### src/sv/hrdlb_pkg.sv
// Shared types, codes and constants of the leaky bucket checker.
package hrdlb_pkg;

  // Field widths
  localparam int BITS_W  = 29;
  localparam int IDEAL_W = 28;
  localparam int BYTES_W = 26;
  localparam int DELAY_W = 31;
  localparam int FLAGS_W = 5;
  localparam int MODE_W  = 2;
  localparam int ACC_W   = 33;
  localparam int CFG_ADDR_W = 2;

  // Item modes
  localparam logic [MODE_W-1:0] MODE_CHECK   = 2'd0;
  localparam logic [MODE_W-1:0] MODE_COMMIT  = 2'd1;
  localparam logic [MODE_W-1:0] MODE_RESTART = 2'd2;
  localparam logic [MODE_W-1:0] MODE_NONE    = 2'd3;

  // Register indexes
  localparam logic [CFG_ADDR_W-1:0] CFG_BUFFER_SIZE  = 2'd0;
  localparam logic [CFG_ADDR_W-1:0] CFG_INIT_FULL    = 2'd1;
  localparam logic [CFG_ADDR_W-1:0] CFG_IDEAL_FRAME  = 2'd2;

  // Register reset values
  localparam logic [BITS_W-1:0]  BUFFER_SIZE_RST = 29'd4096000;
  localparam logic [BITS_W-1:0]  INIT_FULL_RST   = 29'd3276800;
  localparam logic [IDEAL_W-1:0] IDEAL_FRAME_RST = 28'd0;

  // Status flag bit positions
  localparam int FLAG_TOO_BIG   = 0;
  localparam int FLAG_DEC_UNDER = 1;
  localparam int FLAG_DEC_OVER  = 2;
  localparam int FLAG_ENC_UNDER = 3;
  localparam int FLAG_ENC_OVER  = 4;

  typedef struct packed {
    logic [BITS_W-1:0]  buffer_size;
    logic [BITS_W-1:0]  init_full;
    logic [IDEAL_W-1:0] ideal_frame;
  } cfg_t;

  typedef struct packed {
    logic [FLAGS_W-1:0]        flags;
    logic [BITS_W-1:0]         fullness;
    logic signed [DELAY_W-1:0] delay;
  } step_res_t;

  // Clamp a carry to plus or minus the buffer size
  function automatic logic signed [ACC_W-1:0] clamp_carry(
    input logic signed [ACC_W-1:0] c,
    input logic [BITS_W-1:0]       b
  );
    logic signed [ACC_W-1:0] bp;
    logic signed [ACC_W-1:0] bn;
    bp = $signed({{(ACC_W-BITS_W){1'b0}}, b});
    bn = -bp;
    if (c > bp) begin
      clamp_carry = bp;
    end else if (c < bn) begin
      clamp_carry = bn;
    end else begin
      clamp_carry = c;
    end
  endfunction

endpackage

### src/sv/hrd_leaky_bucket_checker_core.sv
// Top level of the leaky bucket checker: input register, bucket state, result register.
//
// Usage:
//   s_axis carries one coded frame per transfer: tuser holds the mode
//   (check, commit, restart), tdata holds the frame size in bytes.
//   m_axis returns one result per input transfer, in order: status flags,
//   bucket fullness and signed delay carry, all in bits.
//   cfg_we/cfg_addr/cfg_wdata write the buffer size, initial fullness and
//   ideal bits per frame; write them only while no frame is in flight.
// Timing:
//   A frame taken from s_axis is held in the input register; its result is
//   computed combinationally and loaded into the result register when the
//   output is free. One frame per cycle is sustained while m_axis_tready
//   stays high; the bucket update is a single combinational pass,
//   so a commit is seen by the frame right behind it.
// Reset: clears both pipeline registers, zeroes fullness and carry, and
//   loads the register defaults.
// Stall: while m_axis_tready is low the result holds and the input register
//   holds its frame; s_axis_tready drops once the input register is full.
module hrd_leaky_bucket_checker_core
  import hrdlb_pkg::*;
(
  input  logic                  clk,
  input  logic                  rst,
  input  logic                  s_axis_tvalid,
  output logic                  s_axis_tready,
  input  logic [31:0]           s_axis_tdata,   // [25:0] frame_bytes
  input  logic [1:0]            s_axis_tuser,   // [1:0] mode
  output logic                  m_axis_tvalid,
  input  logic                  m_axis_tready,
  output logic [71:0]           m_axis_tdata,   // [4:0] status_flags, [33:5] fullness_bits,
                                                // [64:34] delay_bits
  input  logic                  cfg_we,
  input  logic [CFG_ADDR_W-1:0] cfg_addr,
  input  logic [BITS_W-1:0]     cfg_wdata
);

  cfg_t                      cfg;
  logic                      in_valid;
  logic [MODE_W-1:0]         in_mode;
  logic [BYTES_W-1:0]        in_bytes;
  logic                      advance;
  logic                      out_free;
  logic [BITS_W-1:0]         fullness;
  logic signed [DELAY_W-1:0] carry;
  step_res_t                 res;
  step_res_t                 out_res;

  hrdlb_cfg_regs u_cfg (
    .clk       (clk),
    .rst       (rst),
    .cfg_we    (cfg_we),
    .cfg_addr  (cfg_addr),
    .cfg_wdata (cfg_wdata),
    .cfg       (cfg)
  );

  hrdlb_step u_step (
    .cfg         (cfg),
    .mode        (in_mode),
    .frame_bytes (in_bytes),
    .fullness    (fullness),
    .carry       (carry),
    .res         (res)
  );

  assign out_free      = !m_axis_tvalid || m_axis_tready;
  assign advance       = in_valid && out_free;
  assign s_axis_tready = !in_valid || out_free;

  // Capture an incoming frame
  always_ff @(posedge clk) begin
    if (rst) begin
      in_valid <= 1'b0;
    end else if (s_axis_tready) begin
      in_valid <= s_axis_tvalid;
    end
  end

  always_ff @(posedge clk) begin
    if (s_axis_tready && s_axis_tvalid) begin
      in_mode  <= s_axis_tuser;
      in_bytes <= s_axis_tdata[BYTES_W-1:0];
    end
  end

  // Update the bucket on commit and restart
  always_ff @(posedge clk) begin
    if (rst) begin
      fullness <= '0;
      carry    <= '0;
    end else if (advance && (in_mode == MODE_COMMIT || in_mode == MODE_RESTART)) begin
      fullness <= res.fullness;
      carry    <= res.delay;
    end
  end

  // Hold the result until the transfer completes
  always_ff @(posedge clk) begin
    if (rst) begin
      m_axis_tvalid <= 1'b0;
    end else if (out_free) begin
      m_axis_tvalid <= in_valid;
    end
  end

  always_ff @(posedge clk) begin
    if (advance) begin
      out_res <= res;
    end
  end

  assign m_axis_tdata = {7'd0, out_res.delay, out_res.fullness, out_res.flags};

`ifndef SYNTHESIS
  // A check leaves the bucket as it was
  a_check_keeps_state: assert property (@(posedge clk) disable iff (rst)
    (advance && in_mode == MODE_CHECK) |=> ($stable(fullness) && $stable(carry)))
    else $error("check mode changed bucket state");

  // A restart loads the saturated initial fullness and clears the carry
  a_restart_load: assert property (@(posedge clk) disable iff (rst)
    (advance && in_mode == MODE_RESTART) |=>
      (fullness == $past(res.fullness) && carry == '0 && out_res.flags == '0))
    else $error("restart did not reload the bucket");

  // A new result appears only when a frame moves out of the input register
  a_result_from_frame: assert property (@(posedge clk) disable iff (rst)
    (!$past(rst) && $rose(m_axis_tvalid)) |-> $past(advance))
    else $error("result valid without a frame");

  // A held frame stays in the input register while the output is blocked
  a_in_hold: assert property (@(posedge clk) disable iff (rst)
    (in_valid && !advance) |=> (in_valid && $stable(in_mode) && $stable(in_bytes)))
    else $error("input register lost a frame");

  // The unused mode reports no flags and leaves the bucket alone
  a_unused_mode: assert property (@(posedge clk) disable iff (rst)
    (advance && in_mode == MODE_NONE) |=>
      (out_res.flags == '0 && $stable(fullness) && $stable(carry)))
    else $error("unused mode acted");
`endif

endmodule

### src/sv/hrdlb_cfg_regs.sv
// Configuration register file of the leaky bucket checker.
module hrdlb_cfg_regs
  import hrdlb_pkg::*;
(
  input  logic                  clk,
  input  logic                  rst,
  input  logic                  cfg_we,
  input  logic [CFG_ADDR_W-1:0] cfg_addr,
  input  logic [BITS_W-1:0]     cfg_wdata,
  output cfg_t                  cfg
);

  // Write one register per enabled cycle; unknown indexes are ignored
  always_ff @(posedge clk) begin
    if (rst) begin
      cfg.buffer_size <= BUFFER_SIZE_RST;
      cfg.init_full   <= INIT_FULL_RST;
      cfg.ideal_frame <= IDEAL_FRAME_RST;
    end else if (cfg_we) begin
      case (cfg_addr)
        CFG_BUFFER_SIZE: cfg.buffer_size <= cfg_wdata;
        CFG_INIT_FULL:   cfg.init_full   <= cfg_wdata;
        CFG_IDEAL_FRAME: cfg.ideal_frame <= cfg_wdata[IDEAL_W-1:0];
        default: ;
      endcase
    end
  end

endmodule

### src/sv/hrdlb_step.sv
// Bucket update for one frame: removal phase, add phase and mode select.
module hrdlb_step
  import hrdlb_pkg::*;
(
  input  cfg_t                      cfg,
  input  logic [MODE_W-1:0]         mode,
  input  logic [BYTES_W-1:0]        frame_bytes,
  input  logic [BITS_W-1:0]         fullness,
  input  logic signed [DELAY_W-1:0] carry,
  output step_res_t                 res
);

  logic [BITS_W-1:0]       fb;
  logic signed [ACC_W-1:0] b_s;
  logic signed [ACC_W-1:0] fb_s;
  logic signed [ACC_W-1:0] f0;
  logic signed [ACC_W-1:0] c0;
  logic signed [ACC_W-1:0] t1;
  logic signed [ACC_W-1:0] d1;
  logic signed [ACC_W-1:0] f1;
  logic signed [ACC_W-1:0] c1;
  logic signed [ACC_W-1:0] t2;
  logic signed [ACC_W-1:0] f2;
  logic signed [ACC_W-1:0] c2;
  logic [FLAGS_W-1:0]      fl;
  logic [BITS_W-1:0]       restart_full;

  assign fb   = {frame_bytes, 3'b000};
  assign b_s  = $signed({{(ACC_W-BITS_W){1'b0}}, cfg.buffer_size});
  assign fb_s = $signed({{(ACC_W-BITS_W){1'b0}}, fb});
  assign f0   = $signed({{(ACC_W-BITS_W){1'b0}}, fullness});
  assign c0   = {{(ACC_W-DELAY_W){carry[DELAY_W-1]}}, carry};
  assign t1   = f0 + c0;
  assign d1   = t1 - fb_s;

  // Removal phase: take the frame's bits out unless the frame is too big
  always_comb begin
    fl = '0;
    f1 = f0;
    c1 = c0;
    if (fb > cfg.buffer_size) begin
      fl[FLAG_TOO_BIG] = 1'b1;
    end else begin
      if (fb_s > t1) begin
        fl[FLAG_DEC_UNDER] = 1'b1;
        c1 = clamp_carry(d1, cfg.buffer_size);
        f1 = '0;
      end else if (d1 < b_s) begin
        f1 = d1;
        c1 = '0;
      end else begin
        fl[FLAG_DEC_OVER] = 1'b1;
        c1 = clamp_carry(d1 - b_s, cfg.buffer_size);
        f1 = b_s;
      end
    end
  end

  assign t2 = f1 + $signed({{(ACC_W-IDEAL_W){1'b0}}, cfg.ideal_frame}) + c1;

  // Add phase: top up with the ideal frame bits and clamp
  always_comb begin
    f2 = '0;
    c2 = '0;
    if (t2 <= b_s) begin
      if (t2 >= 0) begin
        f2 = t2;
      end else begin
        c2 = clamp_carry(t2, cfg.buffer_size);
      end
    end else begin
      f2 = b_s;
      c2 = clamp_carry(t2 - b_s, cfg.buffer_size);
    end
  end

  assign restart_full = (cfg.init_full > cfg.buffer_size) ? cfg.buffer_size : cfg.init_full;

  // Select the result by mode
  always_comb begin
    res.flags    = '0;
    res.fullness = fullness;
    res.delay    = carry;
    case (mode)
      MODE_CHECK, MODE_COMMIT: begin
        res.flags    = fl;
        if (t2 < 0) res.flags[FLAG_ENC_UNDER] = 1'b1;
        if (t2 > b_s) res.flags[FLAG_ENC_OVER] = 1'b1;
        res.fullness = f2[BITS_W-1:0];
        res.delay    = c2[DELAY_W-1:0];
      end
      MODE_RESTART: begin
        res.fullness = restart_full;
        res.delay    = '0;
      end
      default: ;
    endcase
  end

endmodule
### config.mk
export PLATFORM = sky130hd
export DESIGN_NAME = hrd_leaky_bucket_checker_core
export DESIGN_NICKNAME = d
export VERILOG_FILES = /design/src/sv/hrdlb_pkg.sv /design/src/sv/hrd_leaky_bucket_checker_core.sv /design/src/sv/hrdlb_cfg_regs.sv /design/src/sv/hrdlb_step.sv
export SDC_FILE = /design/constraint.sdc
export NUM_CORES = 1
export LEC_CHECK = 0
export BUFFER_PORTS_ARGS = -buffer_cell sky130_fd_sc_hd__buf_2
export CAP_MARGIN = 40
export CORE_MARGIN = 2
export CORE_UTILIZATION = 48
export DETAILED_ROUTE_END_ITERATION = 8
export SYNTH_ARGS = -nofsm -noshare
export SYNTH_HDL_FRONTEND = slang
export SYNTH_HIERARCHICAL = 1
export SYNTH_SLANG_ARGS = --single-unit
### constraint.sdc
create_clock -name clk -period 19.2 [get_ports clk]
set_clock_uncertainty 0.15 [all_clocks]
set_input_delay 0.96 -clock clk [delete_from_list [all_inputs] [get_ports clk]]
set_output_delay 0.96 -clock clk [all_outputs]
set_load 0.005 [all_outputs]
# After elaboration in Yosys (flattened, before gate mapping)
# Cells that the tools add are included.
[totals] ff_bits=241 in_bits=70 output_inout_bits=74 word_cells=82
[classes] addsub=7 n_lt_le_gt_ge=15 eq_ne=4 muxes=25 bitwise_logic=1 reduce_logical=16
[op_table] op="two-way mux 33 bit" n=10
[op_table] op="two-way mux 31 bit" n=6
[op_table] op="> comparator 33 x 30 -> 1 bit" n=4
[op_table] op="less-than comparator 33 bit" n=4
[op_table] op="one-hot mux 60 bit (2 select lines)" n=1
[op_table] op="subtractor 33 x 30 -> 33 bit" n=3
[op_table] op="two-way mux 29 bit" n=3
[op_table] op="> comparator 29 bit" n=2
[op_table] op="adder 33 x 29 -> 33 bit" n=1
[op_table] op="adder 33 bit" n=1
[op_table] op="greater-or-equal comparator 33 x 1 -> 1 bit (second input constant)" n=1
[op_table] op="> comparator 30 x 33 -> 1 bit" n=1
[op_table] op="<= comparator 33 x 30 -> 1 bit" n=1
[op_table] op="less-than comparator 33 x 1 -> 1 bit (second input constant)" n=1
[op_table] op="less-than comparator 33 x 30 -> 1 bit" n=1
[op_table] op="negation 29 -> 33 bit" n=1
[op_table] op="adder 30 x 31 -> 32 bit" n=1
[op_table] op="AND reduction 2 bit" n=3
[op_table] op="two-way mux 1 bit" n=5
[op_table] op="== test 2 x 1 -> 1 bit (second input constant)" n=2
[op_table] op="== test 2 bit (second input constant)" n=2
[op_table] op="zero test 2 bit" n=2
[op_table] op="OR reduction 2 bit" n=2
[op_table] op="logical AND 1 bit" n=3
[op_table] op="other kinds (4)" n=7

# Depth between registers and ports, before layout
[logic_depth] ltp_word=16 depth_mapped=88 depth_no_buf=85

# By module
# The synthesis kept the hierarchy.
[by_module_without_submodules] mod="hrdlb_step" n_inst=1 cells_each=2769 area_each_um2=19922.9 seq_area_each_um2=0.0
[by_module_without_submodules] mod="hrd_leaky_bucket_checker_core" n_inst=1 cells_each=373 area_each_um2=5690.5 seq_area_each_um2=4033.9
[by_module_without_submodules] mod="hrdlb_cfg_regs" n_inst=1 cells_each=322 area_each_um2=3513.4 seq_area_each_um2=1721.7

# Worst setup path before layout
# No wires, ideal clock.
[synth_timing] path_kind="register to register" start="register fullness[0]" end="register carry[12]" setup_ps=72 arrival_time_ps=15558 t_required_ps=18978 setup_slack_ps=3421 path_stages_with_launch=83 path_buffers=4 period_less_slack_ps=15779 path_cell_list="dfxtp_1 > ha_1 > fa_1 > a21oi_1 > o21a_1 > nor2_1 > nand2_1 > a21oi_1 > a21o_1 > a21o_1 > xor2_1 > ha_1 > a21o_1 > or3_1 > nor3_1 > o41ai_2 > a21o_1 > a21o_1 > [47 not listed] > o21ai_0 > a221o_1 > a21o_1 > a21oi_1 > nand2_1 > xnor2_1 > ha_1 > nand2_1 > a31oi_1 > nor3_1 > a211oi_1 > clkbuf_1 > buf_1 > a221oi_1 > a32o_1 > a31oi_1 > nand2b_1 > mux2i_1"
[synth_lines] element="start, declared" line="hrd_leaky_bucket_checker_core.sv:44" text="logic [BITS_W-1:0] fullness;"
[synth_lines] element="start signal, assigned" line="hrd_leaky_bucket_checker_core.sv:93" text="fullness <= res.fullness;"
[synth_lines] element="end signal, assigned" line="hrd_leaky_bucket_checker_core.sv:94" text="carry <= res.delay;"
[synth_lines] element="end, declared" line="hrd_leaky_bucket_checker_core.sv:45" text="logic signed [DELAY_W-1:0] carry;"

==> results.md <==
| Item | Value |
| --- | --- |
| CP max stage delay | 0.67 ns |
| Dominant combinational cell family by area after synthesis | compound AO/OA/AOI/OAI gates |
| Failing checks | DRC |
| H-tree Lvls | 1 |
| Syn Std Cell Area | 29100 um^2 |
| Most used DFF post-synth | dfxtp_1 |
| Required time of the critical path | 19.59 ns |
| Proportion of layout cells with a drive suffix above 1 | 11.9% |
| Gate count of the mapped netlist | 3464 |
| Initial cell density of the core | 48.4% |
| Share of synthesized registers carrying an async set or reset | 0% |
| Total Negative Setup Slacks | 0 ns |
| Clock period minus worst slack | 18.50 ns |
| Number of inserted diodes | 0 |
| Drt first pass iters | 9 |
| Xor-xnor portion of the synthesized cell area | 5.12% |
| Avg Inst Size Synth | 8.41 um^2 |
| Worst Hold Margin | 0.330 ns |
| Ratio of total power to cell area | 109 nW/um^2 |
| Total number of yosys warnings | 6 |
| Transition at the pin with the smallest max-transition slack | 0.977 ns |
| Startpoint kind of the worst setup timing path | register |
| Clock transition at the register clock pins on the worst setup and hold paths after CTS | 0.07 ns |
| First-pass GRT wire length | 167000 um |
| Peak supply drop | 82.3 uV |
| TritonCTS clock tree | yes |
| Number of rows in the core area | 90 |
| Horizontal die dimension | 250 um |
| Number of remaining DRC errors | 1 |
| Fraction of post-synthesis cell area in the top cell type by area | 16.8% |
| CTS sink cnt | 241 |
| Status | finished, violations left |
| Height of the die | 250 um |
| Post-Synth Adder-Cell Area | 19.1% |
| Die Footprint | 62700 um^2 |
| Simple-Gate Fraction of Synth Area | 17.9% |
| Worst rel slew slack | 34.9% |
| Number of maximum-capacitance violations | 0 |
| Yosys reg bits | 241 |
| Unrepaired setup endpoints after global routing | no |
| Post-cts hold buffer count | 0 |
| Post-route clock period utilization | 96.4% |
| Post-layout nets | 4115 |
| Core Area | 60100 um^2 |
| CP dominant cell by count | ha_1 |
| HPWL after detailed placement | 94500 um |
| DR vias/cell | 6.42 |
| Number of buffers created by CTS | 29 |
| Initial antenna violation count | 1 |
| Achievable Freq | 54.1 MHz |
| Hold crit path type | reg -> reg |
| Root Buffer Master | clkbuf_16 |
| Global routing usage summed across all routing layers | 35.4% |
| DRT Wirelength | 116000 um |
| Routability congestion estimate | 1.07 |
| Mux cell area share after synthesis | 10.5% |
| Number of max-slew violations in the final report | 0 |
| Global route total overflow | 0 |
| Starting DRC count in detailed routing | 3410 |
| Leakage Power | 14.5 nW |
| Clk buf depth | 3 |
| Data arrival time at the worst-slack endpoint | 18.89 ns |
| Pin count of the biggest net entering global routing | 156 |
| Post-synthesis sequential area ratio | 19.8% |
| Count of vias placed by the detailed router | 28400 |
| Complex-gate fraction of the synthesized area | 22.1% |
| Capturing element type of the critical path | register |
| Area grow syn2layout | 11.1% |
| Unique masters post-synth | 109 |
| Via count of the first global-routing pass | 26700 |
| Final Hold Fails | 0 |
| Post-synthesis cell type with the largest combined area | ha_1 |
| Worst-Skew Late Latency | 0.62 ns |
| Final count of negative-setup-slack endpoints | 0 |
| Routed length per placed instance | 26.2 um |
| Fillers | 5693 |
| IO buf count | 130 |
| Worst setup path class | reg -> reg |
| Worst-path fanout max | 10 |
| Cell at the slowest stage of the critical path | nor4_1 |
| Top cells by area in the synthesized netlist | ha_1 (17%), dfxtp_1 (10%), mux2i_1 (10%) |
| DRT antenna net count | 0 |
| Number of enable flip-flop cells after synthesis | 93 |
| Number of primary I/O pins | 144 |
## flip-flops by register name, indices dropped and copies added (netlist names)
name           cells
fullness          29
in_mode            2
m_axis_tdata      65
m_axis_tvalid      1
in_valid           1
carry             31
in_bytes          26
u_cfg/cfg         86
## final cells by class
type                       count  area (um^2)  share of cell area (%)
multi-input combinational   2862        22000                    67.9
sequential                   241         5760                    17.8
timing repair buffer         299         1970                    6.10
tap                          782          978                    3.02
clock buffer                  34          786                    2.43
inverter                     189          712                    2.20
clock inverter                20          186                   0.576
## report_power, final
| group | internal [mW] | total, mW | switching (mW) | leakage (nW) |
|---|---|---|---|---|
| Sequential | 0.572 | 0.602 | 0.0295 | 2.09 |
| Combinational | 0.919 | 2.36 | 1.44 | 11.9 |
| Clock | 0.322 | 0.568 | 0.246 | 0.474 |
| Total | 1.81 | 3.53 | 1.71 | 14.5 |
## cell families (layout without fill, tap and decap cells)
| logic type | after synthesis | after routing |
|---|---|---|
| AND/OR/NAND/NOR | 992 | 992 |
| AO/OA/AOI/OAI | 967 | 968 |
| adder cells (fa/ha/maj) | 424 | 424 |
| buffers and inverters | 368 | 542 |
| multiplexers | 302 | 302 |
| flip-flops | 241 | 241 |
| XOR/XNOR | 168 | 168 |
| other | 2 | 8 |
## critical path: cells and delay by family (launching register included)
family / cells / cell delay (ns)
fa+ha+maj: 9 / 3.11
buf+inv: 3 / 0.40
xor+xnor: 4 / 0.99
simple gates: 20 / 4.57
compound gates: 36 / 8.64
mux: 1 / 0.16
flops: 1 / 0.40
## final timing paths
check                             startpoint                         end  slack, ns  cells after the start
setup reg to reg       carry[0]$_SDFFE_PP0P_       carry[7]$_SDFFE_PP0P_       0.70                     73
hold / removal    u_cfg/cfg[26]$_SDFFE_PP0P_  u_cfg/cfg[26]$_SDFFE_PP0P_       0.33                      2
setup / recovery       carry[0]$_SDFFE_PP0P_       carry[7]$_SDFFE_PP0P_       0.70                     73
hold reg to reg   u_cfg/cfg[26]$_SDFFE_PP0P_  u_cfg/cfg[26]$_SDFFE_PP0P_       0.33                      2
## cell usage after synthesis (28+ instances only)
cell type,number
xnor2_1,122
a221o_1,28
nor3_1,86
inv_1,187
nand3_1,59
a21oi_1,290
xor2_1,45
edfxtp_1,93
o2bb2ai_1,30
dfxtp_1,148
nor2_1,206
ha_1,390
nand2b_1,261
mux2i_1,293
clkbuf_1,119
a21o_1,107
nand4_1,55
fa_1,33
o21ai_0,171
a211oi_1,53
o211ai_1,28
o21a_1,39
nand2_1,180
nor2b_1,40
## per-layer routing
| metal | share of wire (%) | vias to the layer above | wire length, um | track usage (%) |
|---|---|---|---|---|
| li1 | - | 13000 | - | - |
| met1 | 44 | 13800 | 51400 | 51.1 |
| met2 | 41 | 1489 | 47700 | 52.3 |
| met3 | 11 | 187 | 12800 | 7.67 |
| met4 | 3.6 | 0 | 4180 | 11.1 |
| met5 | 0 | - | 0 | 0 |
## per-stage QoR
stage | total power, mW | instances | setup slack [ns] | cell area (um^2) | util [%]
global placement | 2.82 | 4364 | 0.740 | 31200 | 51.9
CTS | 3.46 | 4424 | 0.361 | 32200 | 53.6
detailed placement | 2.87 | 4370 | 0.502 | 31300 | 52.0
finish | 3.53 | 4427 | 0.699 | 32300 | 53.8
floorplan | 2.08 | 3470 | 3.42 | 29100 | -
global route | 3.74 | 4427 | 0.00474 | 32300 | 53.8
## placed cells by master, fill, tap and decap left out, types with 9 or more instances in the layout
cell	Yosys	layout
ha_1	390	389
a221o_1	28	28
dfxtp_1	148	148
a22oi_1	9	9
xnor2_1	122	119
mux2i_1	293	292
o21ai_0	171	171
a31oi_1	21	21
nand3_1	59	59
and3_1	15	15
o22a_1	9	9
o2bb2ai_1	30	30
xor2_1	45	45
and2_1	20	20
o211ai_1	28	28
buf_4	13	165
o22ai_1	19	18
edfxtp_1	93	93
nand2b_1	261	261
buf_2	26	129
fa_1	33	33
a21o_1	107	107
nor2b_1	40	38
inv_1	187	187
nor4_1	15	14
a211oi_1	53	51
nand4_1	55	55
nor3_1	86	86
nor2_1	206	205
clkbuf_16	0	30
a221oi_1	18	18
o31ai_1	19	19
o21bai_1	25	25
nand2_1	180	180
o21ai_1	11	10
a2111oi_0	15	15
o21a_1	39	38
a21oi_1	290	285
## what timing repair did
action,4_1_cts,5_1_grt
endpoints found under the setup margin,0,62
hold endpoints to repair,0,0
setup buffers,0,2
resized for setup,0,15
Power figures use the tool's default switching activity.
